==> config.mk <==
export PLATFORM = sky130hd
export DESIGN_NAME = three_wire_rtc_serial_master_core
export DESIGN_NICKNAME = d
export VERILOG_FILES = /design/src/hdl/twrtc_pkg.sv /design/src/hdl/three_wire_rtc_serial_master_core.sv /design/src/hdl/twrtc_front.sv /design/src/hdl/twrtc_queue.sv /design/src/hdl/twrtc_back.sv
export SDC_FILE = /design/constraint.sdc
export NUM_CORES = 1
export LEC_CHECK = 0
export BUFFER_PORTS_ARGS = -buffer_cell sky130_fd_sc_hd__buf_2
export CAP_MARGIN = 20
export CORE_ASPECT_RATIO = 1.4
export CORE_MARGIN = 1
export CORE_UTILIZATION = 43
export DETAILED_ROUTE_END_ITERATION = 10
export HOLD_SLACK_MARGIN = 0.03
export PLACE_DENSITY = 0.62
export SLEW_MARGIN = 20
export SYNTH_ARGS = -nofsm -noshare
export SYNTH_HDL_FRONTEND = slang
export SYNTH_HIERARCHICAL = 1
export SYNTH_SLANG_ARGS = --single-unit
==> constraint.sdc <==
create_clock -name i_clk -period 2.8 [get_ports i_clk]
set_input_delay 0.42 -clock i_clk [delete_from_list [all_inputs] [get_ports i_clk]]
set_output_delay 0.42 -clock i_clk [all_outputs]
set_load 0.02 [all_outputs]
==> src/hdl/twrtc_pkg.sv <==
// Shared types and constants for the three-wire RTC serial master.
// Used by every module of the block; depends on nothing else.
`timescale 1ns / 1ps
`default_nettype none

package twrtc_pkg;

    localparam int BYTE_BITS  = 8;
    localparam int SHIFT_BITS = 2 * BYTE_BITS;
    localparam int PHASE_BITS = 6;

    // Request codes on the input channel
    localparam logic [1:0] REQ_START_WR = 2'd0;
    localparam logic [1:0] REQ_START_RD = 2'd1;
    localparam logic [1:0] REQ_TICK     = 2'd2;

    // Forced into bit 0 of the command byte on a read
    localparam logic [BYTE_BITS-1:0] READ_FLAG = 8'h01;

    typedef struct packed {
        logic [1:0]           req_type;
        logic [BYTE_BITS-1:0] command;
        logic [BYTE_BITS-1:0] write_data;
        logic                 io_in;
    } t_in_item;

    typedef struct packed {
        logic                 chip_enable;
        logic                 serial_clock;
        logic                 io_out;
        logic                 io_drive;
        logic [BYTE_BITS-1:0] read_data;
        logic                 done_res;
        logic                 rejected;
    } t_out_item;

    // Operation after classification
    typedef enum logic [1:0] {
        OP_START = 2'd0,
        OP_TICK  = 2'd1,
        OP_NOP   = 2'd2
    } t_op;

    // Queue entry passed from the front end to the sequencer
    typedef struct packed {
        t_op                   op;
        logic                  is_read;
        logic [SHIFT_BITS-1:0] shift_word;
        logic                  io_in;
    } t_cmd;

    typedef struct packed {
        logic drv;
        logic io;
        logic sclk;
        logic ce;
    } t_pins;

    localparam t_pins PINS_IDLE = '{drv: 1'b1, io: 1'b0, sclk: 1'b0, ce: 1'b0};

endpackage

`default_nettype wire

==> src/hdl/three_wire_rtc_serial_master_core.sv <==
// Top level of the three-wire RTC serial master: front end, queue, sequencer.
// Depends on twrtc_pkg, twrtc_front, twrtc_queue and twrtc_back.
//
// Usage:
//   Input channel (i_in_valid / o_in_ready / i_in_item) carries one beat per
//   request: start write, start read, or a tick that advances the pins by one
//   half bit. Every input beat yields exactly one result beat on the output
//   channel (o_out_valid / i_out_ready / o_out_item) with the pin levels after
//   that beat, done on the closing tick, the read byte on a read's closing
//   tick, and the rejected flag for a start that arrives mid-transaction.
//   A transaction is its start beat plus 33 ticks.
//   A taken beat is written into the command queue, then popped by the
//   sequencer into its result register. Throughput is one beat per cycle
//   while the queue is not full; the sequencer retires one queued command
//   per cycle while its result register is empty or being drained, so a
//   stalled result holds the queue's head back.
//   Reset (synchronous, active low) empties the queue, drops the pending
//   result and returns the pins to idle: CE low, SCLK low, IO driven low.
//   When the receiver stalls the result is held stable, the sequencer stops,
//   and the queue absorbs up to QUEUE_DEPTH beats before o_in_ready drops.
`timescale 1ns / 1ps
`default_nettype none

module three_wire_rtc_serial_master_core #(
    parameter int QUEUE_DEPTH = 2
) (
    input  wire                      i_clk,
    input  wire                      i_rst_n,
    input  wire                      i_in_valid,
    output logic                     o_in_ready,
    input  wire twrtc_pkg::t_in_item i_in_item,
    output logic                     o_out_valid,
    input  wire                      i_out_ready,
    output twrtc_pkg::t_out_item     o_out_item
);

    logic            push;
    logic            pop;
    logic            full;
    logic            empty;
    twrtc_pkg::t_cmd front_cmd;
    twrtc_pkg::t_cmd head_cmd;

    // Decode the request and push it when the queue has room
    twrtc_front u_front (
        .i_in_valid (i_in_valid),
        .o_in_ready (o_in_ready),
        .i_in_item  (i_in_item),
        .i_full     (full),
        .o_push     (push),
        .o_cmd      (front_cmd)
    );

    // Decouple acceptance from sequencing
    twrtc_queue #(
        .DEPTH (QUEUE_DEPTH)
    ) u_queue (
        .i_clk   (i_clk),
        .i_rst_n (i_rst_n),
        .i_push  (push),
        .i_cmd   (front_cmd),
        .i_pop   (pop),
        .o_full  (full),
        .o_empty (empty),
        .o_cmd   (head_cmd)
    );

    // Advance the pin pattern and register one result per command
    twrtc_back u_back (
        .i_clk       (i_clk),
        .i_rst_n     (i_rst_n),
        .i_empty     (empty),
        .i_cmd       (head_cmd),
        .o_pop       (pop),
        .o_out_valid (o_out_valid),
        .i_out_ready (i_out_ready),
        .o_out_item  (o_out_item)
    );

endmodule

`default_nettype wire

==> src/hdl/twrtc_front.sv <==
// Front end of the RTC serial master: accepts input beats and classifies them.
// Depends on twrtc_pkg; feeds twrtc_queue.
`timescale 1ns / 1ps
`default_nettype none

module twrtc_front (
    input  wire                      i_in_valid,
    output logic                     o_in_ready,
    input  wire twrtc_pkg::t_in_item i_in_item,
    input  wire                      i_full,
    output logic                     o_push,
    output twrtc_pkg::t_cmd          o_cmd
);

    assign o_in_ready = !i_full;
    assign o_push     = i_in_valid && !i_full;

    always_comb begin
        o_cmd            = '0;
        o_cmd.io_in      = i_in_item.io_in;
        o_cmd.shift_word = {i_in_item.write_data, i_in_item.command};
        unique case (i_in_item.req_type)
            twrtc_pkg::REQ_START_WR: begin
                o_cmd.op      = twrtc_pkg::OP_START;
                o_cmd.is_read = 1'b0;
            end
            twrtc_pkg::REQ_START_RD: begin
                // read sends only the command byte, with the read flag forced
                o_cmd.op         = twrtc_pkg::OP_START;
                o_cmd.is_read    = 1'b1;
                o_cmd.shift_word = {{twrtc_pkg::BYTE_BITS{1'b0}},
                                    i_in_item.command | twrtc_pkg::READ_FLAG};
            end
            twrtc_pkg::REQ_TICK: begin
                o_cmd.op = twrtc_pkg::OP_TICK;
            end
            default: begin
                o_cmd.op = twrtc_pkg::OP_NOP;
            end
        endcase
    end

endmodule

`default_nettype wire

==> src/hdl/twrtc_queue.sv <==
// Short FIFO of classified commands between front end and sequencer.
// Depends on twrtc_pkg for the entry type.
`timescale 1ns / 1ps
`default_nettype none

module twrtc_queue #(
    parameter int DEPTH = 2
) (
    input  wire                  i_clk,
    input  wire                  i_rst_n,
    input  wire                  i_push,
    input  wire twrtc_pkg::t_cmd i_cmd,
    input  wire                  i_pop,
    output logic                 o_full,
    output logic                 o_empty,
    output twrtc_pkg::t_cmd      o_cmd
);

    localparam int PW = (DEPTH > 1) ? $clog2(DEPTH) : 1;
    localparam int CW = $clog2(DEPTH + 1);

    twrtc_pkg::t_cmd r_mem [DEPTH];
    logic [PW-1:0]   r_wr_ptr, n_wr_ptr;
    logic [PW-1:0]   r_rd_ptr, n_rd_ptr;
    logic [CW-1:0]   r_count,  n_count;

    assign o_full  = (r_count == CW'(DEPTH));
    assign o_empty = (r_count == '0);
    assign o_cmd   = r_mem[r_rd_ptr];

    always_comb begin
        n_wr_ptr = r_wr_ptr;
        n_rd_ptr = r_rd_ptr;
        n_count  = r_count;
        if (i_push) begin
            n_wr_ptr = (r_wr_ptr == PW'(DEPTH - 1)) ? '0 : r_wr_ptr + 1'b1;
        end
        if (i_pop) begin
            n_rd_ptr = (r_rd_ptr == PW'(DEPTH - 1)) ? '0 : r_rd_ptr + 1'b1;
        end
        if (i_push && !i_pop) begin
            n_count = r_count + 1'b1;
        end else if (!i_push && i_pop) begin
            n_count = r_count - 1'b1;
        end
    end

    always_ff @(posedge i_clk) begin
        if (!i_rst_n) begin
            r_wr_ptr <= '0;
            r_rd_ptr <= '0;
            r_count  <= '0;
        end else begin
            r_wr_ptr <= n_wr_ptr;
            r_rd_ptr <= n_rd_ptr;
            r_count  <= n_count;
        end
    end

    always_ff @(posedge i_clk) begin
        if (i_push) begin
            r_mem[r_wr_ptr] <= i_cmd;
        end
    end

endmodule

`default_nettype wire

==> src/hdl/twrtc_back.sv <==
// Sequencer of the RTC serial master: steps the pin pattern and holds the result.
// Depends on twrtc_pkg; drains twrtc_queue.
`timescale 1ns / 1ps
`default_nettype none

module twrtc_back (
    input  wire                  i_clk,
    input  wire                  i_rst_n,
    input  wire                  i_empty,
    input  wire twrtc_pkg::t_cmd i_cmd,
    output logic                 o_pop,
    output logic                 o_out_valid,
    input  wire                  i_out_ready,
    output twrtc_pkg::t_out_item o_out_item
);

    localparam int BB = twrtc_pkg::BYTE_BITS;
    localparam int SB = twrtc_pkg::SHIFT_BITS;
    localparam int PB = twrtc_pkg::PHASE_BITS;

    logic                 r_busy,      n_busy;
    logic                 r_is_read,   n_is_read;
    logic [PB-1:0]        r_phase,     n_phase;
    logic [SB-1:0]        r_shift_out, n_shift_out;
    logic [BB-1:0]        r_shift_in,  n_shift_in;
    twrtc_pkg::t_pins     r_pins,      n_pins;
    logic                 r_out_valid;
    twrtc_pkg::t_out_item r_out,       n_out;

    logic done;
    logic rej;

    // Take the next command whenever the result slot is free or being drained
    assign o_pop       = !i_empty && (!r_out_valid || i_out_ready);
    assign o_out_valid = r_out_valid;
    assign o_out_item  = r_out;

    always_comb begin
        n_busy      = r_busy;
        n_is_read   = r_is_read;
        n_phase     = r_phase;
        n_shift_out = r_shift_out;
        n_shift_in  = r_shift_in;
        n_pins      = r_pins;
        done        = 1'b0;
        rej         = 1'b0;

        unique case (i_cmd.op)
            twrtc_pkg::OP_START: begin
                if (r_busy) begin
                    rej = 1'b1;
                end else begin
                    n_busy      = 1'b1;
                    n_is_read   = i_cmd.is_read;
                    n_phase     = '0;
                    n_shift_in  = '0;
                    n_shift_out = i_cmd.shift_word;
                    n_pins      = '{drv: 1'b1, io: 1'b0, sclk: 1'b0, ce: 1'b1};
                end
            end
            twrtc_pkg::OP_TICK: begin
                if (r_busy) begin
                    n_phase = r_phase + 1'b1;
                    if (r_phase[PB-1]) begin
                        // end of transaction
                        n_pins  = twrtc_pkg::PINS_IDLE;
                        done    = 1'b1;
                        n_busy  = 1'b0;
                        n_phase = '0;
                    end else if (r_is_read && r_phase[PB-2]) begin
                        if (!r_phase[0]) begin
                            n_pins = '{drv: 1'b0, io: 1'b0, sclk: 1'b0, ce: 1'b1};
                        end else begin
                            n_shift_in[r_phase[3:1]] = r_shift_in[r_phase[3:1]]
                                                       | i_cmd.io_in;
                            n_pins = '{drv: 1'b0, io: 1'b0, sclk: 1'b1, ce: 1'b1};
                        end
                    end else begin
                        n_pins = '{drv: 1'b1, io: r_shift_out[r_phase[4:1]],
                                   sclk: r_phase[0], ce: 1'b1};
                    end
                end
            end
            default: begin
            end
        endcase

        n_out.chip_enable  = n_pins.ce;
        n_out.serial_clock = n_pins.sclk;
        n_out.io_out       = n_pins.io;
        n_out.io_drive     = n_pins.drv;
        n_out.read_data    = (done && r_is_read) ? r_shift_in : '0;
        n_out.done_res     = done;
        n_out.rejected     = rej;
    end

    always_ff @(posedge i_clk) begin
        if (!i_rst_n) begin
            r_busy      <= 1'b0;
            r_is_read   <= 1'b0;
            r_phase     <= '0;
            r_shift_out <= '0;
            r_shift_in  <= '0;
            r_pins      <= twrtc_pkg::PINS_IDLE;
            r_out_valid <= 1'b0;
        end else begin
            if (o_pop) begin
                r_busy      <= n_busy;
                r_is_read   <= n_is_read;
                r_phase     <= n_phase;
                r_shift_out <= n_shift_out;
                r_shift_in  <= n_shift_in;
                r_pins      <= n_pins;
                r_out_valid <= 1'b1;
            end else if (i_out_ready) begin
                r_out_valid <= 1'b0;
            end
        end
    end

    always_ff @(posedge i_clk) begin
        if (o_pop) begin
            r_out <= n_out;
        end
    end

endmodule

`default_nettype wire

### Word level (Yosys, flattened, before mapping)

Memories as Yosys holds them, arrays and structs flattened. A register that Yosys moved wholly into a read port is not among the register bits.
Cells that the tools add are included.

* add/subtract/negate cells: 5
* order comparisons: 3
* equal/unequal tests: 9
* mux-type cells: 43
* bitwise logic cells: 2
* reductions and logical operators: 24

Operators by type and width (number)
* 2-to-1 mux 8 bit: 5
* 2-to-1 mux 1 bit: 18
* 2-to-1 mux 6 bit: 3
* 2-to-1 mux 16 bit: 1
* 2-to-1 mux 4 bit: 4
* one-hot mux 8 bit (2 select lines): 1
* one-hot mux 6 bit (2 select lines): 1
* bitwise mux 8 bit: 1
* one-hot mux 4 bit (2 select lines): 1
* logical AND 1 bit: 7
* AND reduction 7 bit: 1
* adder 6 x 1 -> 6 bit (second input constant): 1
* logical NOT 2 bit: 3
* 2-to-1 mux 2 bit: 3
* != test 2 x 1 -> 1 bit (second input constant): 3
* nonzero test 2 bit: 3
* logical NOT 1 bit: 5
* < comparator 4 x 5 -> 1 bit (second input constant): 1
* binary-select mux 1 bit (select 4 bit): 1
* equality test 2 x 1 -> 1 bit (second input constant): 2
* equality test 2 bit (second input constant): 2
* < comparator 3 x 4 -> 1 bit (second input constant): 1
* != test 2 bit (second input constant): 2
* one-hot mux 2 bit (2 select lines): 1
* 14 further kinds: 15

* register bits: 55
* memory bits (writable): 40
* input port bits: 23
* output and inout bits: 16
* logic and storage cells: 107
* memories: 1

Memory list
* u_queue.r_mem: depth 2, bits a word 20, read ports 1, clocked after memory_dff 1, write ports 1, line twrtc_queue.sv:22 `twrtc_pkg::t_cmd r_mem [DEPTH];`

### Logic depth before layout (Yosys ltp)

Gate-level depths: netlist of the first run.

* word-level depth: 10
* mapped depth: 9
* gate-level depth less buffers: 8

### Cells and area by module

Netlist of the first run, hierarchy kept.

Modules (own cells, without submodules)
* twrtc_back: instances 1, cells an instance 249, area an instance 2541.2 um^2, seq. area each 1161.1 um^2
* twrtc_queue: instances 1, cells an instance 84, area an instance 1655.3 um^2, seq. area each 1301.2 um^2
* twrtc_front: instances 1, cells an instance 23, area an instance 157.7 um^2, seq. area each 0.0 um^2

### Least setup slack after synthesis of the first run

OpenSTA, ideal clock, no wires.

* path kind: reg-to-reg
* from: reg u_queue.r_count[0]
* to: mem u_queue/r_mem[0][0] in the netlist's numbering (enable)
* arrival time: 1.787 ns
* required time: 2.400 ns
* path slack: 0.612 ns
* stages on the path, launching flop included: 4
* path buffers: 0
* clock period less this slack: 2.188 ns
* cell sequence: dfxtp_1 and2b_2 nor2b_1 nor2b_1

* longest elaborated chain between the ends: 5

RTL lines
* from (decl): line twrtc_queue.sv:25 `logic [CW-1:0] r_count, n_count;`
* from (signal assigned): line twrtc_queue.sv:56 `r_count <= n_count;`
* equality test 2 bit: line twrtc_queue.sv:27 `assign o_full = (r_count == CW'(DEPTH));`
* net full: line three_wire_rtc_serial_master_core.sv:39 `logic full;`
* logical NOT 1 bit: line twrtc_front.sv:16 `assign o_push = i_in_valid && !i_full;`
* logical AND 1 bit: line twrtc_front.sv:16
* net push: line three_wire_rtc_serial_master_core.sv:37 `logic push;`
* 2-to-1 mux 1 bit: line twrtc_queue.sv:61 `if (i_push) begin`
* 2-to-1 mux 1 bit (not written as such): line twrtc_queue.sv:62 `r_mem[r_wr_ptr] <= i_cmd;`
* to (decl): line twrtc_queue.sv:22

The timed path passes the listed nets, and every way through them passes these cells.

==> metrics.md, run 1 <==
| Metric | Value |
|---|---|
| Outcome | `completed` |
| Area Growth Syn to Fin | `11.6%` |
| Mean Syn Cell Area | `12.2 um2` |
| Clock Latency Late Sink | `0.34 ns` |
| # IOs | `39` |
| CTS tree | `done` |
| Distinct cell type count after synthesis | `59` |
| Flip-flop and latch area | `2460 um2` |
| Setup CP Type | `register to register` |
| Share of async-settable or async-resettable flops after synthesis | `0` |
| Delay of the slowest critical-path stage | `0.81 ns` |
| First-pass GRT wire length | `11.9 mm` |
| Peak VDD IR | `0.323 mV` |
| Switching Share | `0.294` |
| Largest net degree at the start of global routing | `35` |
| Initial drt markers | `121` |
| Ys flop type | `edfxtp_1` |
| Logic gate share of total power | `0.264` |
| Layout Cells excl Fill | `524` |
| Initial antenna violation count | `0` |
| CTS resizes | `0` |
| Seq/Total Area, Yosys | `0.566` |
| Slew margin rel. | `0.499` |
| Setup Fix Bufs, Post-CTS | `0` |
| Die H | `121 um` |
| RSZ-0062 raised after global routing | `no` |
| First drt pass iteration count | `4` |
| Area occupied by multi-input gates | `1670 um2` |
| DR vias/cell | `5.06` |
| WL met1 | `3.15 mm` |
| Max Used Layer | `met4` |
| Routed met3 length | `224 um` |
| Final WL | `7.24 mm` |
| # H-tree levels | `3` |
| Synth Register Bits | `96` |
| DP Area | `4580 um2` |
| WP data required | `2.90 ns` |
| Power per cell area | `860 nW/um2` |
| Clock transition at path regs | `0.06 ns` |
| CTS buffer count | `9` |
| Num rows | `43` |
| CTS max path bufs | `2` |
| NumNets Final | `409` |
| Core Region | `9900 um2` |
| Drc violations | `0` |
| Seq pwr share | `0.458` |
| Worst Setup End Kind | `register` |
| Sw Pwr | `1.23 mW` |
| Die ar. | `10500 um2` |
| Wire per inst | `13.8 um` |
| Die Wd | `87.0 um` |
| Fin Setup TNS | `0 ns` |
| Max-slew violations | `0` |
| Initial Utilization | `0.440` |
| Hold_buf cts | `0` |
| Mapped Cells | `356` |
| Worst path slowest cell | `dfxtp_1` |
| PortBufs | `38` |
| Leakage | `1.84 nW` |
| Clock sink count | `96` |
| Total track usage | `0.151` |
| CP Cell Sequence | `mux2_2 > and3_1 > a2111oi_2 > a2111oi_2 > a21o_2` |
| Filler cell count | `914` |
| Internal | `2.95 mW` |
| Met2 wire length | `3.67 mm` |
| YS warnings | `6` |
| Placed cell count | `508` |
| Number of max-cap violations | `0` |
| Fin crit period | `2.30 ns` |
| Tightest Pin Transition | `0.750 ns` |
| Number of flops mapped to enable cells by yosys | `54` |
| Worst setup SP type | `register` |
| Total number of vias | `2650` |
| Crit-path most repeated cell | `a2111oi_2` |
| HP Class | `primary input to register` |
| Routability cong. | `0.802` |
| Crit-path max FO | `22` |
| Final Cell Area | `4860 um2` |
| Clock tree root buffer cell | `clkbuf_16` |
| Mapped cell area | `4350 um2` |
| Vias in the first global route | `2499` |
| Post-route ant nets | `0` |
| Clk network pwr share | `0.279` |
| Fin Clk Skew | `0.00621 ns` |
| Max Freq | `434 MHz` |
| Antenna Cells | `0` |
| GR Overflow Total | `0` |
| Critical Path AT | `2.40 ns` |
| Syn Nets | `381` |
| Share of cells above drive strength 1 | `0.239` |
| Final hold violations | `0` |
| Final period util | `0.823` |
| Detailed placement HPWL | `4.90 mm` |
| Setup-failing EPs final | `0` |
cells in the final DEF, fill, tap and decap left out, types with 10 or more instances in the layout:
cell type  netlist  layout
edfxtp_1        54      54
dfxtp_1         42      42
buf_2            7      38
mux2i_1         29      29
nor2b_1         24      23
mux2_2          22      22
nor2_1          20      20
nand2_1         13      13
and2_1          13      13
and3_1          12      12
nand4_1         10      10
through the flow:
stage          hold WS (ns)  power (mW)  setup WS, ns  utilization
3_5_place_dp          0.480        3.06         0.539        0.463
5_1_grt               0.252        4.41         0.445        0.491
4_1_cts               0.250        4.24         0.531        0.491
2_1_floorplan         0.444        2.79         0.612            -
3_3_place_gp          0.475        3.03         0.603        0.463
6_report              0.267        4.18         0.496        0.491
final timing paths:
check | startpoint | endpoint | slack [ns] | cells after the start
worst min register to register | u_back/r_shift_in[1] | u_back/r_shift_in[1] | 0.49 | 2
worst min-delay path | i_in_item[12] | u_queue/r_mem[1][4] | 0.27 | 1
worst max-delay path | u_back/r_phase[2] | u_back/o_out_item[11] | 0.50 | 5
worst max register to register | u_back/r_phase[2] | u_back/o_out_item[11] | 0.50 | 5
kinds of logic after synthesis:
group           Yosys count  synth area share
mux                      52             0.127
simple gates            123             0.170
flops                    96             0.566
buf+inv                  38            0.0526
fa+ha+maj                 2           0.00575
compound gates           38            0.0652
xor+xnor                  7            0.0141
power by group through the flow:
| stage | logic (mW) | clock network, mW | registers (mW) |
|---|---|---|---|
| after floorplan | 0.774 | 0 | 2.02 |
| after global placement | 1.09 | 0 | 1.94 |
| after detailed placement | 1.12 | 0 | 1.94 |
| after CTS | 1.12 | 1.20 | 1.92 |
| after global routing | 1.22 | 1.25 | 1.94 |
| final | 1.10 | 1.16 | 1.91 |
cell usage after synthesis, types with 2 or more instances:
master     number  area (um2)
a2111oi_2       2        30.0
a21boi_0        4        30.0
a21boi_1        2        15.0
a21oi_1         6        30.0
and2_1         13        81.3
and2b_2         2        17.5
and3_1         12        75.1
buf_2           7        35.0
buf_4           8        60.1
buf_6           3        33.8
clkbuf_1        7        26.3
clkbuf_8        2        27.5
dfxtp_1        42         841
edfxtp_1       54        1620
ha_1            2        25.0
inv_1           8        30.0
mux2_2         22         248
mux2i_1        29         290
nand2_1        13        48.8
nand2b_1        2        12.5
nand2b_4        2        27.5
nand3_1         6        30.0
nand3b_1        5        37.5
nand4_1        10        62.6
nor2_1         20        75.1
nor2b_1        24         150
nor3_1          2        10.0
nor3b_1         2        15.0
o21a_1          3        22.5
o21ai_0         8        40.0
xnor2_1         2        17.5
xor2_1          5        43.8
area by class of cell:
type,instances,share of cell area
Sequential cell,96,0.507
Tap cell,135,0.0348
Inverter,9,0.00695
Multi-Input combinational cell,222,0.343
Clock inverter,2,0.00695
Clock buffer,14,0.0502
Timing Repair Buffer,46,0.0515
flip-flops by register name (all words and copies together), names as in the netlist, named ones only:
name,cells
u_queue/r_wr_ptr,1
u_back/r_pins,4
u_back/o_out_item,14
u_back/o_out_valid,1
u_queue/r_mem,40
u_queue/r_rd_ptr,1
u_back/r_shift_in,8
u_back/r_busy,1
u_back/r_phase,6
u_queue/r_count,2
u_back/r_shift_out,16
u_back/r_is_read,1
layer usage:
layer	track usage	up-vias
li1	-	1333
met2	0.250	52
met4	0.0938	0
met3	0.0327	14
met5	0	-
met1	0.174	1251
critical path, delay by kind of cell (launching register included):
kind               cells  cell delay (ns)
and+or+nand+nor        1             0.19
DFF                    1             0.81
muxes                  1             0.41
AOI/OAI and AO/OA      3             0.66
(Power assumes the default switching activity.)
==> inputs of run 2 (changes only) <==
==> constraint.sdc (replaced) <==
create_clock -name i_clk -period 2.15 [get_ports i_clk]
set_input_delay 0.3225 -clock i_clk [delete_from_list [all_inputs] [get_ports i_clk]]
set_output_delay 0.3225 -clock i_clk [all_outputs]
set_load 0.02 [all_outputs]
==> metrics.md, run 2 (synthesized netlist as in run 1, its figures left out) <==
| Metric | Value |
|---|---|
| Outcome | `completed (unchanged)` |
| Routability cong. | `0.827 (was 0.802)` |
| Peak VDD IR | `0.459 mV (was 0.323 mV)` |
| Delay of the slowest critical-path stage | `0.66 ns (was 0.81 ns)` |
| Core Region | `9900 um2 (unchanged)` |
| CTS max path bufs | `2 (unchanged)` |
| Worst setup SP type | `register (unchanged)` |
| RSZ-0062 raised after global routing | `no (unchanged)` |
| Slew margin rel. | `0.608 (was 0.499)` |
| Reg2reg start | `u_back/r_phase[2] (unchanged)` |
| HP Class | `primary input to register (unchanged)` |
| Die H | `121 um (unchanged)` |
| # IOs | `39 (unchanged)` |
| Initial drt markers | `131 (was 121)` |
| Initial antenna violation count | `0 (unchanged)` |
| Crit-path max FO | `12 (was 22)` |
| Final WL | `7.73 mm (was 7.24 mm)` |
| Clock Latency Late Sink | `0.34 ns (about the same)` |
| Num rows | `43 (unchanged)` |
| Tightest Pin Transition | `0.588 ns (was 0.750 ns)` |
| Critical path buffers and inverters | `1 (was 0)` |
| Largest net degree at the start of global routing | `35 (unchanged)` |
| CP Cell Sequence | `buf_4 > nand3b_1 > a21boi_0 > or4_1 > mux2i_1 > nor2_1 (was mux2_2 > and3_1 > a2111oi_2 > a2111oi_2 > a21o_2)` |
| PortBufs | `38 (unchanged)` |
| Wire per inst | `14.5 um (was 13.8 um)` |
| Total track usage | `0.162 (was 0.151)` |
| Delay-heaviest family, CP | `simple AND/OR/NAND/NOR gates (was flip-flops)` |
| Final period util | `0.914 (was 0.823)` |
| Worst Setup End Kind | `register (unchanged)` |
| Die Wd | `87.0 um (unchanged)` |
| Slack of the worst reg-to-reg path | `0.19 ns (was 0.50 ns)` |
| Clock tree root buffer cell | `clkbuf_16 (unchanged)` |
| Worst reg2reg path endpoint | `u_back/r_shift_in[7] (was u_back/o_out_item[11])` |
| Largest Register | `u_queue/r_mem (unchanged)` |
| Hold path depth | `1 (unchanged)` |
| Worst path slowest cell | `or4_1 (was dfxtp_1)` |
| Setup-failing EPs final | `0 (unchanged)` |
| Hold_ws | `0.166 ns (was 0.267 ns)` |
| Final Cell Area | `5010 um2 (was 4860 um2)` |
| Vias in the first global route | `2580 (was 2499)` |
| Max-slew violations | `0 (unchanged)` |
| Share of cells above drive strength 1 | `0.278 (was 0.239)` |
| GR Overflow Total | `0 (unchanged)` |
| # H-tree levels | `3 (unchanged)` |
| Critical Path AT | `2.19 ns (was 2.40 ns)` |
| Most common cell after layout, fill and taps aside | `edfxtp_1 (unchanged)` |
| CTS tree | `done (unchanged)` |
| Fin Clk Skew | `0.00485 ns (was 0.00621 ns)` |
| WHS Endpoint | `u_queue/r_mem[1][2] (was u_queue/r_mem[1][4])` |
| DR vias/cell | `5.05 (was 5.06)` |
| Clock sink count | `96 (unchanged)` |
| Fin crit period | `1.96 ns (was 2.30 ns)` |
| First drt pass iteration count | `4 (unchanged)` |
| Clock transition at path regs | `0.07 ns (was 0.06 ns)` |
| Fin Setup TNS | `0 ns (unchanged)` |
| Number of max-cap violations | `0 (unchanged)` |
| DP Area | `4680 um2 (was 4580 um2)` |
| Drc violations | `0 (unchanged)` |
| Final hold violations | `0 (unchanged)` |
| Power per cell area | `1140 nW/um2 (was 860 nW/um2)` |
| Area Growth Syn to Fin | `15.0% (was 11.6%)` |
| NumNets Final | `419 (was 409)` |
| Initial Utilization | `0.440 (unchanged)` |
| Max FFs per register | `40 (unchanged)` |
| Setup CP Type | `register to register (unchanged)` |
| Detailed placement HPWL | `5.27 mm (was 4.90 mm)` |
| Min-delay src | `i_in_item[10] (was i_in_item[12])` |
| Reg2reg path depth | `6 (was 5)` |
| Max Freq | `509 MHz (was 434 MHz)` |
| Post-route ant nets | `0 (unchanged)` |
| Die ar. | `10500 um2 (unchanged)` |
| First-pass GRT wire length | `12.8 mm (was 11.9 mm)` |
| Leakage | `1.91 nW (was 1.84 nW)` |
| Most frequent cells in the layout | `54 x edfxtp_1, 40 x dfxtp_1, 38 x buf_2 (was 54 x edfxtp_1, 42 x dfxtp_1, 38 x buf_2)` |
| CTS buffer count | `9 (unchanged)` |
| Antenna Cells | `0 (unchanged)` |
| Total number of vias | `2695 (was 2650)` |
| Layout Cells excl Fill | `534 (was 524)` |
| WP data required | `2.38 ns (was 2.90 ns)` |
| Placed cell count | `518 (was 508)` |
[run 2: worst reg2reg max path, cell delays in order (launching register included)]
cell,delay (ns)
dfxtp_1,0.50
buf_4,0.24
nand3b_1,0.12
a21boi_0,0.08
or4_1,0.66
mux2i_1,0.19
nor2_1,0.07
[run 2: per-layer routing]
layer,up-vias,track usage,routed length [um],share of wire
met3,14,0.0252,213,0.028
met1,1276,0.188,3350,0.43
met5,-,0,0,0
li1,1344,-,-,-
met4,0,0.102,263,0.034
met2,61,0.275,3910,0.51
[run 2: through the flow]
step / util / total power [mW] / worst slack (ns)
final: 0.506 / 5.71 / 0.186
after global routing: 0.506 / 6.01 / 0.0599
after CTS: 0.505 / 5.77 / 0.0475
after detailed placement: 0.473 / 4.06 / 0.0675
after global placement: 0.473 / 4.03 / 0.0903
after floorplan: - / 3.64 / 0.0180
[run 2: worst max path at each step]
| stage | slack (ns) | start | cells past startpoint | to |
|---|---|---|---|---|
| after floorplan | 0.02 | register | 8 | u_back/r_phase[3] |
| after global placement | 0.09 | register | 6 | u_back/r_shift_in[2] |
| after detailed placement | 0.07 | register | 6 | u_back/r_shift_in[7] |
| after CTS | 0.05 | register | 5 | u_back/r_shift_in[4] |
| after global routing | 0.06 | register | 7 | u_back/r_shift_out[6] |
| final | 0.19 | u_back/r_phase[2] | 6 | u_back/r_shift_in[7] |
[run 2: area by class of cell]
class / instances / area [um2]
tap: 135 / 169
multi-input combinational: 222 / 1670
inverter: 9 / 33.8
sequential: 96 / 2460
fill: 933 / 4890
clock inverter: 7 / 95.1
timing repair buffer: 56 / 350
clock buffer: 9 / 225
[run 2: what timing repair did]
action,CTS,global route
resized for setup,0,3
setup buffers,0,0
hold buffers,0,0
endpoints found under the setup margin,0,23
[run 2: power by group]
| group | total [mW] | leakage, nW | switching [mW] | internal, mW |
|---|---|---|---|---|
| clock | 1.69 | 0.146 | 0.676 | 1.02 |
| sequential | 2.50 | 0.853 | 0.158 | 2.34 |
| combinational | 1.52 | 0.910 | 0.863 | 0.657 |
| total | 5.71 | 1.91 | 1.70 | 4.02 |
